--- src/design/mfmr_pkg.sv ---
// Package for the multi-format max reducer: element type codes and the
// per-type compare function. No dependencies.
package mfmr_pkg;

  typedef enum logic [3:0] {
    TYPE_U8   = 4'd0,
    TYPE_U16  = 4'd1,
    TYPE_U32  = 4'd2,
    TYPE_S8   = 4'd3,
    TYPE_S16  = 4'd4,
    TYPE_S32  = 4'd5,
    TYPE_E4M3 = 4'd6,
    TYPE_E5M2 = 4'd7,
    TYPE_F16  = 4'd8,
    TYPE_F32  = 4'd9
  } elem_type_t;

  localparam logic [31:0] MASK_8  = 32'h0000_00FF;
  localparam logic [31:0] MASK_16 = 32'h0000_FFFF;

  // Width mask of the type; codes without meaning act as u32
  function automatic logic [31:0] type_mask(input logic [3:0] t);
    logic [31:0] m;
    unique case (t)
      TYPE_U8, TYPE_S8, TYPE_E4M3, TYPE_E5M2: m = MASK_8;
      TYPE_U16, TYPE_S16, TYPE_F16:           m = MASK_16;
      default:                                m = 32'hFFFF_FFFF;
    endcase
    return m;
  endfunction

  function automatic logic type_is_float(input logic [3:0] t);
    return (t == TYPE_E4M3) || (t == TYPE_E5M2) || (t == TYPE_F16) || (t == TYPE_F32);
  endfunction

  // IEEE-like a < b; ma/mb are magnitude fields, inf its all-ones exponent code
  function automatic logic float_less(input logic [30:0] ma, input logic [30:0] mb,
                                      input logic sa, input logic sb,
                                      input logic [30:0] inf);
    logic r;
    if (ma > inf || mb > inf) r = 1'b0;
    else if (ma == '0 && mb == '0) r = 1'b0;
    else if (sa != sb) r = sa;
    else if (!sa) r = ma < mb;
    else r = ma > mb;
    return r;
  endfunction

  // running a < candidate b under type t
  function automatic logic type_less(input logic [3:0] t, input logic [31:0] a,
                                     input logic [31:0] b);
    logic [31:0] am, bm;
    logic r;
    am = a & type_mask(t);
    bm = b & type_mask(t);
    unique case (t)
      TYPE_S8:   r = {~am[7],  am[6:0]}  < {~bm[7],  bm[6:0]};
      TYPE_S16:  r = {~am[15], am[14:0]} < {~bm[15], bm[14:0]};
      TYPE_S32:  r = {~am[31], am[30:0]} < {~bm[31], bm[30:0]};
      TYPE_E4M3: r = float_less({24'd0, a[6:0]}, {24'd0, b[6:0]}, a[7], b[7], 31'h78);
      TYPE_E5M2: r = float_less({24'd0, a[6:0]}, {24'd0, b[6:0]}, a[7], b[7], 31'h7C);
      TYPE_F16:  r = float_less({16'd0, a[14:0]}, {16'd0, b[14:0]}, a[15], b[15],
                                31'h7C00);
      TYPE_F32:  r = float_less(a[30:0], b[30:0], a[31], b[31], 31'h7F80_0000);
      default:   r = am < bm;
    endcase
    return r;
  endfunction

endpackage

--- src/design/multi_format_max_reduce.sv ---
// Multi-format max reducer: one transfer a cycle in, one result per group out.
// The element type is set through the cfg channel; typing lives in mfmr_pkg.
//
// Usage:
//  - s_axis: tdata = element_value, tuser = keep, tlast = last_element.
//  - m_axis: tdata = max_value, tuser = group_empty; one transfer per group.
//  - cfg: writes element_type (low 4 bits); always ready, write only while idle.
// Latency: a group's result appears on m_axis the cycle after its last input
// transfer. Throughput: one input transfer every cycle unless a tlast
// stalls on an untaken result; the single compare-and-select between the
// input port and the running-max register sets that figure.
// The output register holds one result; input keeps flowing while it waits
// as long as no second group ends. A tlast arriving while the result is still
// untaken stalls s_axis_tready until m_axis drains.
// Reset clears the element type to u8, the running maximum and m_axis_tvalid.
module multi_format_max_reduce
  import mfmr_pkg::*;
(
  input  logic        clk,
  input  logic        rst,
  input  logic        s_axis_tvalid,
  output logic        s_axis_tready,
  input  logic [31:0] s_axis_tdata,   // [31:0] element_value
  input  logic        s_axis_tuser,   // [0] keep
  input  logic        s_axis_tlast,   // last_element
  output logic        m_axis_tvalid,
  input  logic        m_axis_tready,
  output logic [31:0] m_axis_tdata,   // [31:0] max_value
  output logic        m_axis_tuser,   // [0] group_empty
  input  logic        cfg_valid,
  output logic        cfg_ready,
  input  logic [3:0]  cfg_data
);

  logic [3:0]  element_type;
  logic [31:0] running_max, running_max_next, stored;
  logic        have_element, have_element_next;
  logic        take, out_free;

  assign cfg_ready     = 1'b1;
  assign out_free      = !m_axis_tvalid || m_axis_tready;
  assign s_axis_tready = out_free || !s_axis_tlast;
  assign take          = s_axis_tvalid && s_axis_tready;

  // compare-and-select
  always_comb begin
    stored = type_is_float(element_type) ? s_axis_tdata
                                         : (s_axis_tdata & type_mask(element_type));
    running_max_next  = running_max;
    have_element_next = have_element;
    if (s_axis_tuser) begin
      if (!have_element || type_less(element_type, running_max, s_axis_tdata))
        running_max_next = stored;
      have_element_next = 1'b1;
    end
  end

  always_ff @(posedge clk) begin
    if (rst) begin
      element_type  <= TYPE_U8;
      running_max   <= '0;
      have_element  <= 1'b0;
      m_axis_tvalid <= 1'b0;
    end else begin
      if (cfg_valid) element_type <= cfg_data;
      if (take && s_axis_tlast) m_axis_tvalid <= 1'b1;
      else if (m_axis_tready) m_axis_tvalid <= 1'b0;
      if (take) begin
        if (s_axis_tlast) begin
          running_max   <= '0;
          have_element  <= 1'b0;
        end else begin
          running_max  <= running_max_next;
          have_element <= have_element_next;
        end
      end
    end
  end

  // result register
  always_ff @(posedge clk) begin
    if (take && s_axis_tlast) begin
      m_axis_tuser <= !have_element_next;
      m_axis_tdata <= !have_element_next ? 32'd0 :
                      type_is_float(element_type) ? running_max_next
                      : (running_max_next & type_mask(element_type));
    end
  end

endmodule

--- config.mk ---
export PLATFORM = sky130hd
export DESIGN_NAME = multi_format_max_reduce
export DESIGN_NICKNAME = d
export VERILOG_FILES = /design/src/design/mfmr_pkg.sv /design/src/design/multi_format_max_reduce.sv
export SDC_FILE = /design/constraint.sdc
export NUM_CORES = 1
export LEC_CHECK = 0
export BUFFER_PORTS_ARGS = -buffer_cell sky130_fd_sc_hd__buf_4
export CAP_MARGIN = 10
export CORE_MARGIN = 8
export CORE_UTILIZATION = 40
export DETAILED_ROUTE_END_ITERATION = 10
export PLACE_DENSITY_LB_ADDON = 0.25
export SLEW_MARGIN = 10
export SYNTH_ARGS = -nofsm -noshare
export SYNTH_HDL_FRONTEND = slang
export SYNTH_SLANG_ARGS = --single-unit
--- constraint.sdc ---
create_clock -name clk -period 6.3 [get_ports clk]
set_input_delay 0.315 -clock clk [delete_from_list [all_inputs] [get_ports clk]]
set_output_delay 0.315 -clock clk [all_outputs]
set_load 0.005 [all_outputs]
; Word level (Yosys, flattened, before mapping)
; Cells that the tools add are included.
[totals]
out_inout_bits = 36
register_bits = 71
in_bits = 43
wordCells = 101
[op_classes]
n_reduce_logical = 29
mux = 27
bitwise = 10
eq_ne = 11
n_lt_le_gt_ge = 18
[op_table]
columns = op, count
row1 = 32-bit two-way mux, 7
row2 = 32-bit bitwise AND, 4
row3 = 32-bit less-than comparator, 2
row4 = 32-bit one-hot mux with 2 select lines, 1
row5 = 31-bit > comparator (second input constant), 2
row6 = 31-bit logical NOT, 2
row7 = 31-bit > comparator, 1
row8 = 31-bit less-than comparator, 1
row9 = 15-bit > comparator (second input constant), 2
row10 = 15-bit logical NOT, 2
row11 = 7-bit > comparator (second input constant), 4
row12 = 1-bit two-way mux, 18
row13 = 4-bit by 3-bit equality test with 1-bit output (second input constant), 4
row14 = 16-bit less-than comparator, 1
row15 = 15-bit > comparator, 1
row16 = 15-bit less-than comparator, 1
row17 = 7-bit logical NOT, 2
row18 = 1-bit logical OR, 10
row19 = 4-bit equality test (second input constant), 2
row20 = 8-bit less-than comparator, 1
row21 = 7-bit > comparator, 1
row22 = 7-bit less-than comparator, 1
row23 = 1-bit one-hot mux with 7 select lines, 1
row24 = 1-bit inverter, 6
row25 = other kinds (9), 18

; Logic depth before layout (Yosys ltp)
[depth]
ltp_word = 14
depth_mapped = 18
depth_no_buf = 13

; Least setup slack after synthesis
; No wires, ideal clock.
[synth_path]
kind = reg-to-reg
from = register element_type[0]
to = register m_axis_tdata[1] (data pin)
required_time_ns = 6.030
period_less_slack_ns = 3.790
setup_slack_ns = 2.510
setup_ns = 0.270
arrival_ns = 3.520
stages_incl_launch_ff = 19
path_buffers = 5
path_cell_list = dfxtp_1 clkbuf_1 nor2_1 xnor2_1 or2_2 clkbuf_1 clkbuf_1 and2_1 ha_1 a21o_1 a21o_1 a211o_1 o21ai_0 a32oi_1 o32a_4 clkbuf_1 clkbuf_1 nand3_1 a21oi_1
[synth_between]
elab_chain_cells = 14
word_cells_on_any_way = 33
cone_classes = order compare: 3 / eq/ne: 8 / mux: 8 / bitwise: 7 / reduce/logical: 7
[synth_rtl]
columns = element, line_no
row1 = "start, declared", multi_format_max_reduce.sv:35  ; logic [3:0] element_type;
row2 = "start signal, assigned", multi_format_max_reduce.sv:65  ; if (cfg_valid) element_type <= cfg_data;
row3 = "4-bit by 3-bit equality test with 1-bit output, or another cell as far along", "mfmr_pkg.sv:24, mfmr_pkg.sv:33, mfmr_pkg.sv:56"
row4 = 4-bit OR reduction or 3-bit OR reduction (tied branches), mfmr_pkg.sv:24  ; unique case (t)
row5 = 32-bit one-hot mux with 2 select lines, mfmr_pkg.sv:24
row6 = 32-bit two-way mux, multi_format_max_reduce.sv:51  ; if (s_axis_tuser) begin
row7 = 32-bit bitwise AND (on tied branches), "mfmr_pkg.sv:54, mfmr_pkg.sv:55"
row8 = 1-bit inverter (on tied branches), "mfmr_pkg.sv:59, mfmr_pkg.sv:58"
row9 = 32-bit less-than comparator or 16-bit less-than comparator (tied branches), "mfmr_pkg.sv:59, mfmr_pkg.sv:58"
row10 = 1-bit one-hot mux with 7 select lines, mfmr_pkg.sv:56  ; unique case (t)
row11 = 1-bit two-way mux, multi_format_max_reduce.sv:51
row12 = 1-bit logical OR, multi_format_max_reduce.sv:52  ; if (!have_element || type_less(element_type, running_max, s_axis_tdata))
row13 = 32-bit two-way mux, multi_format_max_reduce.sv:52
row14 = 32-bit two-way mux, multi_format_max_reduce.sv:51
row15 = 32-bit bitwise AND, multi_format_max_reduce.sv:86  ; : (running_max_next & type_mask(element_type));
row16 = 32-bit two-way mux (*), multi_format_max_reduce.sv:85  ; type_is_float(element_type) ? running_max_next
row17 = "end signal, assigned", multi_format_max_reduce.sv:84  ; m_axis_tdata <= !have_element_next ? 32'd0 :
row18 = "end, declared", multi_format_max_reduce.sv:28  ; output logic [31:0] m_axis_tdata,
; Every way passes the cells marked *; elsewhere a longest branch is shown, timed or not. The select of a mux whose other input is x is not followed.
; A chain may end at the register's enable or synchronous reset.

; Final worst setup path
[layout_path]
from = register element_type[0]
to = register running_max[17]
[layout_between]
elab_chain_cells = 13
word_cells_on_any_way = 33
cone_classes = order compare: 3 / eq/ne: 8 / mux: 8 / bitwise: 7 / reduce/logical: 7
[layout_rtl]
columns = element, line_no
row1 = "4-bit by 3-bit equality test with 1-bit output, or another cell as far along", "mfmr_pkg.sv:24, mfmr_pkg.sv:33, mfmr_pkg.sv:56"
row2 = 4-bit OR reduction or 3-bit OR reduction (tied branches), mfmr_pkg.sv:24
row3 = 32-bit one-hot mux with 2 select lines, mfmr_pkg.sv:24
row4 = 32-bit two-way mux, multi_format_max_reduce.sv:51
row5 = 32-bit bitwise AND (on tied branches), "mfmr_pkg.sv:54, mfmr_pkg.sv:55"
row6 = 1-bit inverter (on tied branches), "mfmr_pkg.sv:59, mfmr_pkg.sv:58"
row7 = 32-bit less-than comparator or 16-bit less-than comparator (tied branches), "mfmr_pkg.sv:59, mfmr_pkg.sv:58"
row8 = 1-bit one-hot mux with 7 select lines, mfmr_pkg.sv:56
row9 = 1-bit two-way mux, multi_format_max_reduce.sv:51
row10 = 1-bit logical OR, multi_format_max_reduce.sv:52
row11 = 32-bit two-way mux (*), multi_format_max_reduce.sv:52
row12 = 32-bit two-way mux (*), multi_format_max_reduce.sv:51
row13 = 32-bit two-way mux (*), multi_format_max_reduce.sv:69  ; if (s_axis_tlast) begin
row14 = "end signal, assigned", multi_format_max_reduce.sv:73  ; running_max <= running_max_next;
row15 = "end, declared", multi_format_max_reduce.sv:36  ; logic [31:0] running_max, running_max_next, stored;
; Marks and branches as above.

==> impl_metrics.tcl <==
set metrics [dict create \
    cts_made_buffers 9 \
    required_ps 6590 \
    syn_area_um2 5200 \
    placed_cell_area_um2 5900 \
    worstSetupPathType "flop to flop" \
    synth_fa_ha_area_share_pct 14.1 \
    synth-async-reset-ratio_pct 0 \
    synth_top_family_by_area "compound AO/OA/AOI/OAI gates" \
    antennaDiodeCount 0 \
    dr.pass1.iters 5 \
    drive_above_1_share_pct 16.2 \
    ys.warnings.count 0 \
    num_rows 41 \
    fin_nets 757 \
    hold_buffers 0 \
    synth_ff_type "dfxtp_1" \
    hold_end "m_axis_tvalid" \
    design_area_um2 6180 \
    grt_pass1_vias 4958 \
    finalMaxSlewViolations 0 \
    holdPathStages 2 \
    min_path_type "input pin to flop" \
    power_leakage_uw 0.00259 \
    clock-sinks 71 \
    worst_pin_slew_ps 822 \
    drc 0 \
    cts.clk_slew.worst_paths_ps 60 \
    syn_avg_cell_area_um2 8.76 \
    synth-simple-area-share_pct 21.0 \
    cts-root-buf "clkbuf_16" \
    yosysMostFrequentCell "ha_1" \
    yosys-top-cells-count "ha_1, nand2_1, inv_1, nand3_1, dfxtp_1" \
    dpl.hpwl_um 11300 \
    cts_max_path_buffers 2 \
    r2r_end "running_max[17]" \
    antenna_found_initial 0 \
    rsz0062_at_grt "false" \
    cts_resized 0 \
    area_growth_pct 18.8 \
    synth-xor-area-share_pct 0.168 \
    core_area_um2 12700 \
    ant_nets 0 \
    stdcell_count 833 \
    fin_tns_setup_ps 0 \
    synth_top_area_cell "edfxtp_1" \
    min_period_ps 4360 \
    htree_levels 3 \
    synth_top_cell_area_share_pct 19.0 \
    synth_cells 594 \
    avgRoutedWirePerCell_um 18.2 \
    die_y_um 130 \
    synth_nets 695 \
    yosysUniqueCellTypes 62 \
    critPathLaunchType "flop" \
    dp_slack_ps 1990 \
    die_area_um2 16900 \
    maxCapViolations 0 \
    drt_iter0_markers 352 \
    fin_ws_ps 1940 \
    synth_compound_area_share_pct 24.3 \
    synthTopCellsByArea "edfxtp_1, dfxtp_1, ha_1" \
    period_share_pct 69.2 \
    grt_max_degree 34 \
    synth-seq-cells 71 \
    holdWs_ps 201 \
    viasPerCell 5.90 \
    ir_drop_uv 117 \
    initial_utilization_pct 41.1 \
    cts_setup_buffers 0 \
    holdCritStartpoint "rst" \
    r2r-start "element_type[0]" \
    gp_congestion 0.877 \
    wl_um 15200 \
    crit_arrival_ps 4640 \
    insertion_delay_ps 340 \
    worstPathMaxFanout 32 \
    die_width_um 130 \
    dp_cells 816 \
    grt_pass1_wl_um 24600 \
    grt_usage_pct 18.4 \
    vias 4913 \
    p_per_area_nw_per_um2 205 \
    synthMuxAreaShare_pct 0.962 \
    setup_viol 0 \
    reg2reg_slack_ps 1940 \
    yosysSeqAreaShare_pct 33.7 \
    portBuffers 77 \
    clock_skew_ps 6.77 \
    cts_tree "yes" \
    overflow 0 \
    cp-end-kind "flop" \
    fmax_ghz 0.229 \
    top_level_ports 79 \
    synth_edf_count 33 \
    finalHoldViolCount 0 \
    r2r_cells 12 \
    max_slew_margin_pct 45.0 \
    status "finished, final reports clean" \
]
[per-stage QoR]
step           utilization [%]  total power [µW]
2_1_floorplan                -               693
3_3_place_gp              46.5               787
3_5_place_dp              46.5               794
4_1_cts                   48.8              1270
5_1_grt                   48.8              1330
6_report                  48.8              1270
[critical path, cell delays in order (launching register included)]
cell and delay, ps:
dfxtp_1 510, nor2_1 150, a22oi_1 160, nand2_1 500, and2_1 390, ha_1 320, nand4_1 130, or3_1 370
a21o_1 180, a32oi_1 320, o32a_4 530, a31o_4 490, a22o_1 220
[kinds of logic after synthesis]
| logic type | Yosys count |
|---|---|
| xor gates and xnor gates | 1 |
| other | 1 |
| adders and majority gates | 59 |
| buffers and inverters | 71 |
| muxes | 5 |
| AOI/OAI and AO/OA | 180 |
| and+or+nand+nor | 206 |
| DFF | 71 |
[per-layer routing]
metal | wire length, µm | global-route usage [%] | share of wire [%] | up-vias
li1 | - | - | - | 2355
met5 | 0 | 0 | 0 | -
met2 | 6940 | 29.5 | 46 | 186
met4 | 236 | 6.01 | 1.6 | 0
met3 | 1190 | 4.45 | 7.8 | 19
met1 | 6840 | 23.7 | 45 | 2353
[flip-flops by register name, summed over array words and instances, names as in the netlist]
name	count
running_max	32
have_element	1
m_axis_tdata	32
m_axis_tvalid	1
element_type	4
m_axis_tuser	1
[cells in the final DEF (no fill, tap or decap), types with 24 or more instances in the layout]
cell and count:
a21boi_1 24, a21oi_1 33, a22o_1 24, and2_1 24, buf_4 81, dfxtp_1 38
edfxtp_1 33, ha_1 58, inv_1 40, nand2_1 46, nand3_1 40, o21ai_0 33
[report_power, final]
| group | leakage, µW | internal [µW] | total [µW] | switching [µW] |
|---|---|---|---|---|
| Clock | 0.000132 | 287 | 482 | 194 |
| Sequential | 0.000621 | 505 | 522 | 17.8 |
| Combinational | 0.00183 | 105 | 265 | 160 |
[how the worst max path moves through the flow]
| stage | from | endpoint | slack [ps] | cells past startpoint |
|---|---|---|---|---|
| final | element_type[0] | running_max[17] | 1940 | 12 |
| after global routing | element_type[0] | running_max[17] | 1540 | 12 |
| after CTS | element_type[1] | running_max[17] | 1960 | 12 |
| after detailed placement | element_type[0] | running_max[17] | 1990 | 12 |
| after global placement | element_type[1] | running_max[22] | 2180 | 12 |
| after floorplan | element_type[0] | m_axis_tdata[1] | 2510 | 18 |
[area by class of cell]
| class | count | area, µm² |
|---|---|---|
| Multi-Input combinational cell | 452 | 3170 |
| Clock buffer | 13 | 260 |
| Inverter | 40 | 150 |
| Sequential cell | 71 | 1750 |
| Timing Repair Buffer | 82 | 616 |
| Clock inverter | 3 | 20.0 |
| Fill cell | 1199 | 6490 |
| Tap cell | 172 | 215 |
Power figures use the tool's default switching activity.
